$ cat config.mk
export PLATFORM = sky130hd
export DESIGN_NAME = flow_alloc_header_parser_top
export DESIGN_NICKNAME = d
export VERILOG_FILES = /design/src/design/fahp_pkg.sv /design/src/design/fahp_step.sv /design/src/design/flow_alloc_header_parser_top.sv
export SDC_FILE = /design/constraint.sdc
export NUM_CORES = 1
export LEC_CHECK = 0
export BUFFER_PORTS_ARGS = -buffer_cell sky130_fd_sc_hd__buf_2
export CORE_ASPECT_RATIO = 0.75
export CORE_UTILIZATION = 60
export CTS_CLUSTER_SIZE = 10
export DETAILED_ROUTE_END_ITERATION = 8
export GPL_TIMING_DRIVEN = 1
export PLACE_DENSITY = 0.87
export SLEW_MARGIN = 30
export SYNTH_ARGS = -nofsm -noshare
export SYNTH_HDL_FRONTEND = slang
export SYNTH_SLANG_ARGS = --single-unit
$ cat constraint.sdc
create_clock -name clock -period 8.35 [get_ports clock]
set_clock_uncertainty 0.15 [all_clocks]
set_input_delay 0 -clock clock [delete_from_list [all_inputs] [get_ports clock]]
set_output_delay 0 -clock clock [all_outputs]
set_load 0.01 [all_outputs]
$ cat src/design/fahp_pkg.sv
`default_nettype none

package fahp_pkg;

   localparam int unsigned SecW   = 4;
   localparam int unsigned CountW = 16;
   localparam int unsigned TotalW = 20;
   localparam int unsigned StampW = 64;
   localparam int unsigned LenW   = 16;
   localparam int unsigned NumLen = 4;

   // section codes, also the parser phase
   localparam logic [SecW-1:0] SEC_ID      = 4'd0;
   localparam logic [SecW-1:0] SEC_STAMP   = 4'd1;
   localparam logic [SecW-1:0] SEC_CRTLEN  = 4'd2;
   localparam logic [SecW-1:0] SEC_CRT     = 4'd3;
   localparam logic [SecW-1:0] SEC_EPHLEN  = 4'd4;
   localparam logic [SecW-1:0] SEC_EPH     = 4'd5;
   localparam logic [SecW-1:0] SEC_DATALEN = 4'd6;
   localparam logic [SecW-1:0] SEC_DATA    = 4'd7;
   localparam logic [SecW-1:0] SEC_SIGLEN  = 4'd8;
   localparam logic [SecW-1:0] SEC_SIG     = 4'd9;
   localparam logic [SecW-1:0] SEC_EXCESS  = 4'd10;

   localparam logic [1:0] ST_OK       = 2'd0;
   localparam logic [1:0] ST_SHORT    = 2'd1;
   localparam logic [1:0] ST_TRUNC    = 2'd2;
   localparam logic [1:0] ST_TRAILING = 2'd3;

   localparam logic [TotalW-1:0] TotalMax = '1;

   typedef logic [LenW-1:0] len_array_type [NumLen];

   typedef struct packed {
      logic [SecW-1:0]          phase;
      logic [CountW-1:0]        section_count;
      logic [TotalW-1:0]        total_count;
      logic [StampW-1:0]        stamp;
      logic [NumLen-1:0][LenW-1:0] lens;
   } fahp_state_type;

   typedef struct packed {
      logic [7:0]               byte_out;
      logic [SecW-1:0]          section;
      logic                     is_done;
      logic [1:0]               status;
      logic [StampW-1:0]        timestamp;
      logic [NumLen-1:0][LenW-1:0] lens;
   } fahp_rsp_type;

   // length register belonging to a length phase or to the section it sizes
   function automatic logic [1:0] len_index(input logic [SecW-1:0] ph);
      return ph[2:1] - 2'd1;
   endfunction

   function automatic logic is_len_phase(input logic [SecW-1:0] ph);
      return (ph == SEC_CRTLEN) || (ph == SEC_EPHLEN) || (ph == SEC_DATALEN) ||
             (ph == SEC_SIGLEN);
   endfunction

   function automatic logic is_body_phase(input logic [SecW-1:0] ph);
      return (ph == SEC_CRT) || (ph == SEC_EPH) || (ph == SEC_DATA) || (ph == SEC_SIG);
   endfunction

endpackage

`default_nettype wire

$ cat src/design/fahp_step.sv
`default_nettype none

module fahp_step import fahp_pkg::*; #(
   parameter int unsigned ID_BYTES  = 16,
   parameter int unsigned MIN_BYTES = 32
) (
   input  fahp_state_type state_cur,
   input  logic [7:0]     byte_in,
   input  logic           last_byte,
   output fahp_state_type state_nxt,
   output fahp_rsp_type   rsp
);

   fahp_state_type    upd;
   logic [CountW-1:0] sc_inc;
   logic [CountW-1:0] size;
   logic [SecW-1:0]   ph_adv;
   logic [1:0]        status;

   always_comb begin
      upd = state_cur;
      sc_inc = state_cur.section_count + CountW'(1);
      ph_adv = state_cur.phase + SecW'(1);

      if (state_cur.total_count != TotalMax) begin
         upd.total_count = state_cur.total_count + TotalW'(1);
      end

      unique case (state_cur.phase)
         SEC_ID:    size = CountW'(ID_BYTES);
         SEC_STAMP: size = CountW'(8);
         SEC_CRT, SEC_EPH, SEC_DATA, SEC_SIG:
                    size = state_cur.lens[len_index(state_cur.phase)];
         default:   size = CountW'(2);
      endcase

      if (state_cur.phase < SEC_EXCESS) begin
         if (state_cur.phase == SEC_STAMP) begin
            upd.stamp = {state_cur.stamp[StampW-9:0], byte_in};
         end else if (is_len_phase(state_cur.phase)) begin
            upd.lens[len_index(state_cur.phase)] =
               {state_cur.lens[len_index(state_cur.phase)][7:0], byte_in};
         end
         if (sc_inc >= size) begin
            // empty sections are skipped straight to the next length field, or to excess after the signature
            if (is_body_phase(ph_adv) && upd.lens[len_index(ph_adv)] == '0) begin
               upd.phase = ph_adv + SecW'(1);
            end else begin
               upd.phase = ph_adv;
            end
            upd.section_count = '0;
         end else begin
            upd.section_count = sc_inc;
         end
      end

      priority if (upd.total_count < TotalW'(MIN_BYTES)) begin
         status = ST_SHORT;
      end else if (upd.phase != SEC_EXCESS) begin
         status = ST_TRUNC;
      end else if (state_cur.phase == SEC_EXCESS) begin
         status = ST_TRAILING;
      end else begin
         status = ST_OK;
      end

      rsp = '0;
      rsp.byte_out = byte_in;
      rsp.section  = state_cur.phase;
      if (last_byte) begin
         rsp.is_done = 1'b1;
         rsp.status  = status;
         if (status == ST_OK) begin
            rsp.timestamp = upd.stamp;
            rsp.lens      = upd.lens;
         end
      end

      state_nxt = last_byte ? fahp_state_type'('0) : upd;
   end

endmodule

`default_nettype wire

$ cat src/design/flow_alloc_header_parser_top.sv
// channel  | direction | handshake              | payload
// req_     | in        | req_valid / req_ready  | byte_in, last_byte
// rsp_     | out       | rsp_valid / rsp_ready  | byte_out, section, is_done, status,
//          |           |                        | timestamp_out, cert/ephkey/data/sig_len
//
// One word in, one word out, one per cycle unless rsp_ready stalls; the result of
// a word is held in the single result register behind the parser step logic.
// Reset is synchronous and returns the parser to the start of a header.
// A word is taken whenever the result register is empty or being drained, so
// a stall on rsp_ready holds off req_ready only while the result is stuck.
// After the final byte the parser state is cleared for the next header.
`default_nettype none

module flow_alloc_header_parser_top import fahp_pkg::*; #(
   parameter int unsigned ID_BYTES  = 16,
   parameter int unsigned MIN_BYTES = 32
) (
   input  wire logic         clock,
   input  wire logic         reset,
   input  wire logic         req_valid,
   output logic              req_ready,
   input  wire logic [7:0]   req_byte_in,
   input  wire logic         req_last_byte,
   output logic              rsp_valid,
   input  wire logic         rsp_ready,
   output logic [7:0]        rsp_byte_out,
   output logic [SecW-1:0]   rsp_section,
   output logic              rsp_is_done,
   output logic [1:0]        rsp_status,
   output logic [StampW-1:0] rsp_timestamp_out,
   output logic [LenW-1:0]   rsp_cert_len,
   output logic [LenW-1:0]   rsp_ephkey_len,
   output logic [LenW-1:0]   rsp_data_len,
   output logic [LenW-1:0]   rsp_sig_len
);

   fahp_state_type state_ff, state_in;
   fahp_rsp_type   rsp_ff, rsp_in;
   logic           rsp_valid_ff, rsp_valid_in;
   logic           req_fire;

   fahp_step #(
      .ID_BYTES  (ID_BYTES),
      .MIN_BYTES (MIN_BYTES)
   ) u_step (
      .state_cur (state_ff),
      .byte_in   (req_byte_in),
      .last_byte (req_last_byte),
      .state_nxt (state_in),
      .rsp       (rsp_in)
   );

   assign req_ready = !rsp_valid_ff || rsp_ready;
   assign req_fire  = req_valid && req_ready;

   always_comb begin
      rsp_valid_in = rsp_valid_ff;
      if (req_fire) begin
         rsp_valid_in = 1'b1;
      end else if (rsp_ready) begin
         rsp_valid_in = 1'b0;
      end
   end

   always_ff @(posedge clock) begin
      if (reset) begin
         state_ff     <= '0;
         rsp_valid_ff <= 1'b0;
      end else begin
         rsp_valid_ff <= rsp_valid_in;
         if (req_fire) begin
            state_ff <= state_in;
         end
      end
   end

   always_ff @(posedge clock) begin
      if (req_fire) begin
         rsp_ff <= rsp_in;
      end
   end

   assign rsp_valid         = rsp_valid_ff;
   assign rsp_byte_out      = rsp_ff.byte_out;
   assign rsp_section       = rsp_ff.section;
   assign rsp_is_done       = rsp_ff.is_done;
   assign rsp_status        = rsp_ff.status;
   assign rsp_timestamp_out = rsp_ff.timestamp;
   assign rsp_cert_len      = rsp_ff.lens[0];
   assign rsp_ephkey_len    = rsp_ff.lens[1];
   assign rsp_data_len      = rsp_ff.lens[2];
   assign rsp_sig_len       = rsp_ff.lens[3];

   a_last_clears: assert property (@(posedge clock) disable iff (reset)
      req_fire && req_last_byte |=> state_ff.phase == SEC_ID && state_ff.total_count == '0)
      else $error("parser state not cleared after final byte");

   a_phase_range: assert property (@(posedge clock) disable iff (reset)
      state_ff.phase <= SEC_EXCESS)
      else $error("phase beyond excess section");

   a_id_count: assert property (@(posedge clock) disable iff (reset)
      state_ff.phase == SEC_ID |-> state_ff.total_count == TotalW'(state_ff.section_count))
      else $error("identifier byte count disagrees with header count");

   a_fail_zeroed: assert property (@(posedge clock) disable iff (reset)
      rsp_valid_ff && rsp_ff.status != ST_OK |-> rsp_ff.timestamp == '0 && rsp_ff.lens == '0)
      else $error("fields reported on a failed header");

   a_mid_status: assert property (@(posedge clock) disable iff (reset)
      rsp_valid_ff && !rsp_ff.is_done |-> rsp_ff.status == ST_OK)
      else $error("status set on a non-final word");

endmodule

`default_nettype wire

; ---- Word-level counts from Yosys, hierarchy flattened
; Cells that the tools add are included.
[totals]
word_cells = 91
ff_bits = 312
[classes]
n_addsub = 6
mux = 26
reduce_logical = 19
eq_ne = 16
magnitude_cmp = 6
[ops]
columns = operator, n
row1 = $mux W128, 2
row2 = $mux W64, 4
row3 = $mux W168, 1
row4 = $mux W131, 1
row5 = $bmux W16 S2, 2
row6 = $bwmux W64, 1
row7 = $mux W16, 4
row8 = $pmux W16 S3, 1
row9 = $mux W20, 2
row10 = $demux W16 S2, 1
row11 = $eq A4 B3 Y1 const B, 6
row12 = $add A20 B1 Y20 const B, 1
row13 = $lt A20 B6 Y1 const B, 1
row14 = $ne A20 B20 Y1 const B, 1
row15 = $add A16 B1 Y16 const B, 1
row16 = $eq A4 B4 Y1 const B, 4
row17 = $ge A16 B16 Y1, 1
row18 = $logic_not A16 Y1, 1
row19 = $eq A4 B2 Y1 const B, 3
row20 = $add A4 B1 Y4 const B, 2
row21 = $mux W4, 2
row22 = $logic_or A1 B1 Y1, 7
row23 = $lt A2 B3 Y1 const B, 2
row24 = $mux W2, 3
row25 = other kinds (13), 19

; ---- Logic depth before layout (Yosys ltp)
; Gate-level depths: netlist of run 1.
[depth]
depth_word = 22
depth_mapped = 22

; ---- Modules after synthesis
; Synthesis of run 1 repeated with hierarchy kept, for this count alone.
[unflattened]
hier_cells = 1775
hier_area_um2 = 17440.5
[by_module_without_submodules]
columns = module, n_inst, area_per_inst_um2, cells_per_inst, seq_area_each_um2
row1 = flow_alloc_header_parser_top, 1, 11941.5, 915, 7677.4
row2 = fahp_step, 1, 5499.0, 860, 0.0

; ---- Worst setup path before layout of run 1
; No wires, ideal clock.
[synth_timing]
path_type = reg-to-reg
start = register rsp_valid_ff, in the netlist rsp_valid
end = register state_ff[138] (netlist bit)
path_buffers = 3
synth_period_minus_slack_ns = 6.416
path_stages_with_launch = 10
t_arrival_ns = 6.139
setup_slack_ns = 1.934
setup_ns = 0.128
path_cell_list = dfxtp_1 nand2b_1 clkbuf_1 nand2_1 inv_1 clkbuf_1 clkbuf_1 o21ai_0 a21oi_1 nor2_1
[synth_between]
elab_chain_cells = 3
[synth_rtl]
columns = element, line
row1 = start: declaration, flow_alloc_header_parser_top.sv:39  ; logic rsp_valid_ff, rsp_valid_in;
row2 = start signal: assignment, flow_alloc_header_parser_top.sv:70  ; rsp_valid_ff <= rsp_valid_in;
row3 = $logic_not A1 Y1, flow_alloc_header_parser_top.sv:53  ; assign req_ready = !rsp_valid_ff || rsp_ready;
row4 = $logic_or A1 B1 Y1, flow_alloc_header_parser_top.sv:53
row5 = named net req_ready, flow_alloc_header_parser_top.sv:21  ; output logic req_ready,
row6 = $logic_and A1 B1 Y1, flow_alloc_header_parser_top.sv:54  ; assign req_fire = req_valid && req_ready;
row7 = named net req_fire, flow_alloc_header_parser_top.sv:40  ; logic req_fire;
row8 = end signal: assignment, flow_alloc_header_parser_top.sv:72  ; state_ff <= state_in;
row9 = end: declaration, flow_alloc_header_parser_top.sv:37  ; fahp_state_type state_ff, state_in;
; The timed path passes the listed nets, and every way through them passes these cells.
; A chain may end at the register's enable or synchronous reset.

; ---- Final worst setup path of run 1
[layout_timing]
start = register state_ff[166] (netlist bit)
end = register rsp_ff (netlist bit rsp_ephkey_len[8]) (data pin)
[layout_between]
elab_chain_cells = 21
[layout_rtl]
columns = element, line
row1 = $sub A2 B1 Y2, fahp_pkg.sv:53  ; return ph[2:1] - 2'd1;
row2 = $lt A2 B3 Y1 (implied by the code) or $ge A2 B1 Y1 (tied branches), fahp_step.sv:41  ; upd.lens[len_index(state_cur.phase)] =
row3 = $logic_and A1 B1 Y1 (implied by the code), fahp_step.sv:41
row4 = $mux W16 (implied by the code), fahp_step.sv:41
row5 = $demux W16 S2, --
row6 = $bwmux W64, fahp_step.sv:41
row7 = $mux W64, fahp_step.sv:40  ; end else if (is_len_phase(state_cur.phase)) begin
row8 = $mux W64, fahp_step.sv:38  ; if (state_cur.phase == SEC_STAMP) begin
row9 = [5 not listed], --
row10 = $mux W4, fahp_step.sv:46  ; if (is_body_phase(ph_adv) && upd.lens[len_index(ph_adv)] == '0) begin
row11 = $mux W4, fahp_step.sv:44  ; if (sc_inc >= size) begin
row12 = $mux W20, fahp_step.sv:37  ; if (state_cur.phase < SEC_EXCESS) begin
row13 = $ne A4 B4 Y1, fahp_step.sv:59  ; end else if (upd.phase != SEC_EXCESS) begin
row14 = $mux W2, fahp_step.sv:59
row15 = $mux W2, fahp_step.sv:57  ; priority if (upd.total_count < TotalW'(MIN_BYTES)) begin
row16 = $logic_not A2 Y1, fahp_step.sv:73  ; if (status == ST_OK) begin
row17 = $reduce_and A2 Y1 (no line), --
row18 = end signal: assignment, flow_alloc_header_parser_top.sv:79  ; rsp_ff <= rsp_in;
row19 = end: declaration, flow_alloc_header_parser_top.sv:38  ; fahp_rsp_type rsp_ff, rsp_in;
; Several ways; a longest one is shown, not always the timed one. The select of a mux whose other input is x is not followed.

==> results of run 1 <==
## cell usage after synthesis (all sizes together), types with 3 or more instances
master / number
nor2: 192
dfxtp: 169
nor4: 147
edfxtp: 143
a22oi: 139
mux2i: 134
clkbuf: 83
nand2: 50
buf: 45
a21oi: 42
o21ai: 33
ha: 29
and3: 26
nor3: 22
nand3: 20
mux4: 15
xor2: 12
and2: 10
inv: 10
nor2b: 10
nand4: 8
or2: 8
or4: 8
xnor2: 8
or3: 7
a211oi: 6
a21o: 6
a31oi: 6
nand2b: 6
nand3b: 4
o31ai: 4
a21boi: 3
o211ai: 3
o21a: 3
o31a: 3
## worst max-delay path by stage
stage / start / to / slack (ps)
after floorplan: rsp_valid$_SDFFE_PP0P_ / state_ff[138]$_SDFFE_PP0P_ / 1930
after global placement: state_ff[166]$_SDFFE_PP0P_ / rsp_sig_len[10]$_SDFFCE_PN0P_ / 2350
after detailed placement: state_ff[166]$_SDFFE_PP0P_ / rsp_data_len[12]$_SDFFCE_PN0P_ / 2040
after CTS: state_ff[166]$_SDFFE_PP0P_ / rsp_ephkey_len[8]$_SDFFCE_PN0P_ / 1970
after global routing: state_ff[166]$_SDFFE_PP0P_ / rsp_ephkey_len[8]$_SDFFCE_PN0P_ / 1470
final: state_ff[166]$_SDFFE_PP0P_ / rsp_ephkey_len[8]$_SDFFCE_PN0P_ / 1870
## through the flow
step / utilization [%] / power, W
3_3_place_gp: 65.30 / 0.001814
3_5_place_dp: 65.56 / 0.001818
6_report: 70.48 / 0.003285
4_1_cts: 70.40 / 0.003292
2_1_floorplan: - / 0.001756
5_1_grt: 70.48 / 0.003365
## flip-flops by register name (all words and copies together), names as in the netlist, 4 cells and up
| signal | flops |
|---|---|
| rsp_byte_out | 8 |
| rsp_cert_len | 16 |
| rsp_data_len | 16 |
| rsp_ephkey_len | 16 |
| rsp_section | 4 |
| rsp_sig_len | 16 |
| rsp_timestamp_out | 64 |
| state_ff | 168 |
## kinds of logic after synthesis
logic type	after synthesis
multiplexers	151
adder cells (fa/ha/maj)	29
XOR/XNOR	20
AO/OA/AOI/OAI	267
AND/OR/NAND/NOR	525
buffers and inverters	138
flip-flops	312
## placed cells by master (no fill, tap or decap), types with 9 or more instances in the layout
master         synthesis  layout
a22oi_1              139     139
edfxtp_1             143     143
nor4_1                46      45
o21ai_0               26      26
dfxtp_1              169     169
buf_4                  0      13
nor2b_1               10      10
ha_1                  29      29
and2_1                 9       9
nor2_1               192     189
clkbuf_16              0      38
nor3_1                21      15
nand2_1               50      50
mux2i_1              134     134
and3_1                26      24
clkbuf_1              82      23
inv_1                 10       9
mux4_2                15      15
nor4_2               101     102
nand3_1               20      20
xor2_1                12      12
buf_2                 20     156
dlygate4sd3_1          0      12
a21oi_1               42      42
## cell type report
type | instances | area share [%]
multi-input combinational | 992 | 41.98
sequential | 312 | 42.99
clock inverter | 3 | 0.2312
inverter | 10 | 0.2382
timing repair buffer | 188 | 6.222
clock buffer | 63 | 5.963
tap | 338 | 2.368
## where the power goes
part	switching, W	internal, W
clock network	0.000622	0.000870
logic	0.000109	0.0000391
registers	0.0000134	0.00163
## layer usage
layer	vias up	wire length [µm]	global-route usage, %
li1	5696	-	-
met1	6326	18380	47.77
met2	811	19360	47.27
met5	-	13	0
met4	2	1500	11.67
met3	133	4753	5.794
## worst max-delay path: stages, from the launching register on
cell and delay [ps]:
dfxtp_1 570, inv_1 190, ha_1 870, mux2_2 310
nor2_1 40, a21oi_1 430, and2_1 240, ha_1 230
nand2b_1 140, a211oi_1 240, o31ai_1 110, o31a_1 270
nor2_1 580, a221oi_1 110, a211oi_1 590, o22ai_4 200
buf_4 310, buf_16 260, nor4_2 340
## timing repair
item                                   CTS  global route
hold buffers                            12             0
setup buffers                            0             0
endpoints found under the hold margin  157             0
==> flow_metrics.py, run 1 <==
metrics = {
    "outcome": {
        "outcome": "completed",
    },
    "drt": {
        "remaining_drc_errors": 0,
        "drtPass1Iterations": 9,
        "route.final.wire_length_mm": 44.00,
        "vias": 12970,
        "wl_per_cell_um": 23.09,
        "postRouteAntennaNets": 0,
        "vias_per_cell": 6.804,
        "dr.first_iter.drc_count": 1681,
    },
    "worst_setup_path": {
        "r2r-end": "rsp_ephkey_len[8]$_SDFFCE_PN0P_",
        "worst_ep_arrival_time_ps": 6650,
        "worst-r2r-cell-count": 18,
        "rrSetupSlack_ps": 1870,
        "kind_of_critical_path": "flip-flop to flip-flop",
        "reg2reg_from": "state_ff[166]$_SDFFE_PP0P_",
        "timing.critical_path.to_type": "flip-flop",
        "critical_path_required_ps": 8520,
        "critical_path_peak_fanout": 46,
        "worstSetupStartpointType": "flip-flop",
    },
    "global_routing": {
        "grt_max_degree": 97,
        "via_count_of_the_first_global_routing_pass": 11810,
        "total_gr_overflow": 0,
        "initial_antenna_violation_count": 1,
        "grtUsageTotal_pct": 32.30,
        "first_pass_grt_wire_length_mm": 67.99,
    },
    "placed_design": {
        "dp_hpwl_mm": 28.03,
        "io_buffer_count": 157,
        "place.gp.congestion": 0.9662,
        "place_worst_setup_slack_ps": 2040,
        "placed_cell_area_um2": 16610,
        "post-place-cells": 1828,
    },
    "pwr": {
        "max-vdd-ir-drop_mv": 0.1640,
        "powerDensity_nw_per_um2": 183.9,
        "p_leak_nw": 5.925,
    },
    "timing": {
        "period_minus_slack_ps": 6484,
        "timing.final.hold_violations": 0,
        "max_clock_freq_ghz": 0.1542,
        "worstMarginPinSlew_ps": 967.8,
        "finalMaxSlewViolations": 0,
        "relSlewSlack_pct": 35.33,
        "timing.final.crit_share_pct": 77.65,
        "setup-violations-final": 0,
        "final.hold.worst_slack_ps": 216.6,
        "rsz_0062_raised_after_global_routing": "false",
        "postLayoutSetupSlackWorst_ps": 1866,
        "timing.setup.tns_ps": 0,
    },
    "synthesis": {
        "synth-edff-count": 143,
        "netlist_area_before_placement_um2": 15720,
        "synth_fa_ha_area_share_pct": 2.309,
        "netlist.top_cell.by_area": "edfxtp_1",
        "synth_xor_xnor_area_share_pct": 1.114,
        "async_flop_share_pct": 0,
        "synth.yosys.seq_area_share_pct": 48.85,
        "synthDistinctLibCells": 65,
        "ys_seq_elements": 312,
        "yosysTopAreaCellShare_pct": 27.32,
        "syn-num-nets": 1484,
        "synth_top_family_by_area": "simple AND/OR/NAND/NOR gates",
        "postSynth.topFlopCell": "dfxtp_1",
        "syn-instance-count": 1442,
        "synth_simple_gate_area_share_pct": 20.97,
        "ys_top_cells_by_area": "edfxtp_1 27%, dfxtp_1 22%, mux2i_1 8.5%, nor4_2 8.0%, a22oi_1 6.6%",
        "synthesis.yosys.warnings": 0,
        "post_synth.cell_area_avg_um2": 10.90,
        "synthMuxAreaShare_pct": 10.83,
        "synth_compound_gate_area_share_pct": 11.89,
    },
    "die": {
        "pin_count": 158,
        "die_area_um2": 26850,
        "initial_core_util_pct": 62.03,
        "dieHeight_um": 142.2,
        "core.rowCount": 50,
        "die-width_um": 188.9,
        "core_region_area_um2": 25340,
    },
    "cts": {
        "tritoncts_num_sinks": 312,
        "clock-root-buffer": "clkbuf_16",
        "cts_clock_pin_slew_for_the_worst_setup_and_hold_paths_ps": 60,
        "cts_buffer_count": 37,
        "worst_skew_pair.late_latency_ps": 530,
        "cts_max_path_buffers": 3,
        "tritoncts": "built",
        "post_cts.resized_instances": 0,
        "htree_num_levels": 2,
    },
    "hold_path": {
        "holdCritStartpoint": "req_byte_in[4]",
        "hold_path_class": "input pin to flip-flop",
        "worstHoldEndpoint": "rsp_byte_out[4]$_DFFE_PP_",
        "holdPathStages": 2,
    },
    "final_layout": {
        "nets": 1583,
        "post_route_cells_drive_above_1_share_pct": 23.41,
        "area_of_combinational_cells_with_multiple_inputs_um2": 7497,
        "finalNonFillerCells": 1906,
        "area_delta_synth_final_pct": 13.61,
        "final_cell_area_um2": 17860,
        "regArea_um2": 7677,
        "antenna-diode-count": 0,
        "layout.filler_cells": 1785,
    },
    "job": {
        "maxCapViolations": 0,
    },
}
(Power assumes the default switching activity.)
==> inputs of run 2 (changes only) <==
Settings changed: CORE_UTILIZATION 60 to 54, PLACE_DENSITY 0.87 to 0.83.
Clock period 8.35 ns to 5.7 ns, I/O delays scaled along.
==> run 2 against run 1 <==
Global-route usage decreased by 3.4 points. Setup slack got worse by 1500 ps. Core utilization decreased by 6.9 points. Power grew 46%. Routed wire length down 1.8%. Die area increased by 11%. Register-to-register slack worse by 1500 ps. Via count is 1.9% lower. Sequential share of layout area down 0.35 points. Critical endpoint is now rsp_sig_len[7]$_SDFFCE_PN0P_. Largest power group unchanged.
==> flow_metrics.py, run 2 (same netlist as run 1, synthesis figures left out) <==
metrics = {
    "final_layout": {
        "nets": 1594,
        "post_route_cells_drive_above_1_share_pct": 23.78,
        "antenna-diode-count": 0,
        "layout_common_cells": "189 x nor2_1, 169 x dfxtp_1, 156 x buf_2",
        "layout.cells.most_common": "nor2_1",
        "largest_register_ff_count": 168,
        "area_delta_synth_final_pct": 14.54,
        "registers.top_by_ff_count": "state_ff",
        "layout.filler_cells": 2222,
    },
    "timing": {
        "finalMaxSlewViolations": 0,
        "max_clock_freq_ghz": 0.1892,
        "relSlewSlack_pct": 39.53,
        "worstMarginPinSlew_ps": 904.8,
        "rsz_0062_raised_after_global_routing": "false",
        "timing.final.crit_share_pct": 92.71,
        "period_minus_slack_ps": 5285,
        "timing.final.hold_violations": 0,
        "timing.setup.tns_ps": 0,
        "setup-violations-final": 0,
    },
    "cts": {
        "cts.repair_timing.setup_buffer_count": 0,
        "cts_clock_pin_slew_for_the_worst_setup_and_hold_paths_ps": 60,
        "worst_skew_pair.late_latency_ps": 530,
        "post_cts.resized_instances": 0,
        "cts_buffer_count": 37,
        "clock-root-buffer": "clkbuf_16",
        "cts_hold_repair.buffers": 12,
        "htree_num_levels": 2,
        "tritoncts": "built",
        "cts_max_path_buffers": 3,
        "tritoncts_num_sinks": 312,
    },
    "die": {
        "dieHeight_um": 149.8,
        "die_area_um2": 29800,
        "die-width_um": 199,
        "core_region_area_um2": 28320,
        "core.rowCount": 53,
        "pin_count": 158,
        "initial_core_util_pct": 55.51,
    },
    "pwr": {
        "power_w": 0.004789,
        "powerDensity_nw_per_um2": 266.0,
        "p_leak_nw": 5.986,
        "max-vdd-ir-drop_mv": 0.2513,
    },
    "drt": {
        "route.final.wire_length_mm": 43.23,
        "drtPass1Iterations": 6,
        "remaining_drc_errors": 0,
        "vias_per_cell": 6.471,
        "postRouteAntennaNets": 0,
        "vias": 12720,
        "dr.first_iter.drc_count": 1533,
        "wl_per_cell_um": 21.99,
    },
    "global_routing": {
        "first_pass_grt_wire_length_mm": 67.30,
        "grt_max_degree": 99,
        "grtUsageTotal_pct": 28.88,
        "via_count_of_the_first_global_routing_pass": 11830,
        "total_gr_overflow": 0,
        "initial_antenna_violation_count": 0,
    },
    "worst_setup_path": {
        "worst_ep_arrival_time_ps": 5480,
        "r2r-end": "rsp_sig_len[7]$_SDFFCE_PN0P_",
        "rrSetupSlack_ps": 420,
        "critical_path_peak_fanout": 51,
        "critical_path.startpoint": "state_ff[148]$_SDFFE_PP0P_",
        "worstSetupStartpointType": "flip-flop",
        "critical_path.endpoint": "rsp_sig_len[7]$_SDFFCE_PN0P_",
        "timing.critical_path.to_type": "flip-flop",
        "critical_path_required_ps": 5890,
        "worst-r2r-cell-count": 19,
        "reg2reg_from": "state_ff[148]$_SDFFE_PP0P_",
        "kind_of_critical_path": "flip-flop to flip-flop",
    },
    "placed_design": {
        "place.gp.congestion": 0.9799,
        "io_buffer_count": 157,
        "dp_hpwl_mm": 27.95,
    },
    "job": {
        "maxCapViolations": 0,
    },
    "hold_path": {
        "hold_path_class": "input pin to flip-flop",
    },
    "outcome": {
        "outcome": "completed",
    },
}
[run 2: how the worst min path moves through the flow]
stage,startpoint,to,cells after the start
final,rsp_ready,state_ff[45]$_SDFFE_PP0P_,5
after floorplan,req_byte_in[0],rsp_byte_out[0]$_DFFE_PP_,0
after detailed placement,req_valid,rsp_valid$_SDFFE_PP0P_,3
after CTS,rsp_ready,state_ff[9]$_SDFFE_PP0P_,5
after global routing,req_byte_in[3],rsp_byte_out[3]$_DFFE_PP_,2
after global placement,req_valid,rsp_valid$_SDFFE_PP0P_,3
[run 2: report_power, final]
part,total [W],switching (W),internal [W]
logic,0.000215,0.000157,0.0000579
registers,0.00241,0.0000180,0.00239
clock network,0.00217,0.000914,0.00125
total,0.00479,0.00109,0.00370
[run 2: layout make-up]
class                           instances  area [µm²]  share of cell area [%]
Sequential cell                       312        7677                   42.65
Multi-Input combinational cell        992        7487                   41.59
Tap cell                              385       481.7                   2.676
Timing Repair Buffer                  199        1224                   6.797
Inverter                               10       42.54                  0.2363
Clock buffer                           64        1047                   5.817
Clock inverter                          4       42.54                  0.2363
[run 2: metal layers]
| metal | vias up | wire length [µm] | global-route usage, % |
|---|---|---|---|
| met4 | 0 | 1126 | 9.654 |
| li1 | 5722 | - | - |
| met3 | 93 | 4207 | 6.468 |
| met1 | 6212 | 18710 | 41.85 |
| met2 | 695 | 19190 | 42.47 |
| met5 | - | 0 | 0 |
[run 2: stage by stage]
| step | setup slack [ps] | utilization [%] | std cells | area (µm²) | hold slack [ps] |
|---|---|---|---|---|---|
| after floorplan | 568.1 | - | 1442 | 15720 | -51.13 |
| after global placement | 615.2 | 59.10 | 1885 | 16740 | 176.4 |
| after detailed placement | 432.5 | 59.22 | 1885 | 16770 | 180.7 |
| after CTS | 428.8 | 63.49 | 1965 | 17980 | 172.4 |
| after global routing | 90.11 | 63.58 | 1966 | 18000 | 249.7 |
| final | 415.3 | 63.58 | 1966 | 18000 | 189.4 |
[run 2: critical path, cell delays in order (launching register included)]
cell and delay [ps]:
dfxtp_1 430, and3_1 260, and3_1 250, and3_1 230, and3_1 320, nand3_1 130, xnor2_1 170, ha_1 340
nand4_1 120, or2_2 320, a31oi_1 190, o31a_1 200, nor2_1 60, buf_4 160, or4_1 390, mux2i_1 340
o22ai_4 220, buf_8 240, buf_12 220, nor4_2 320
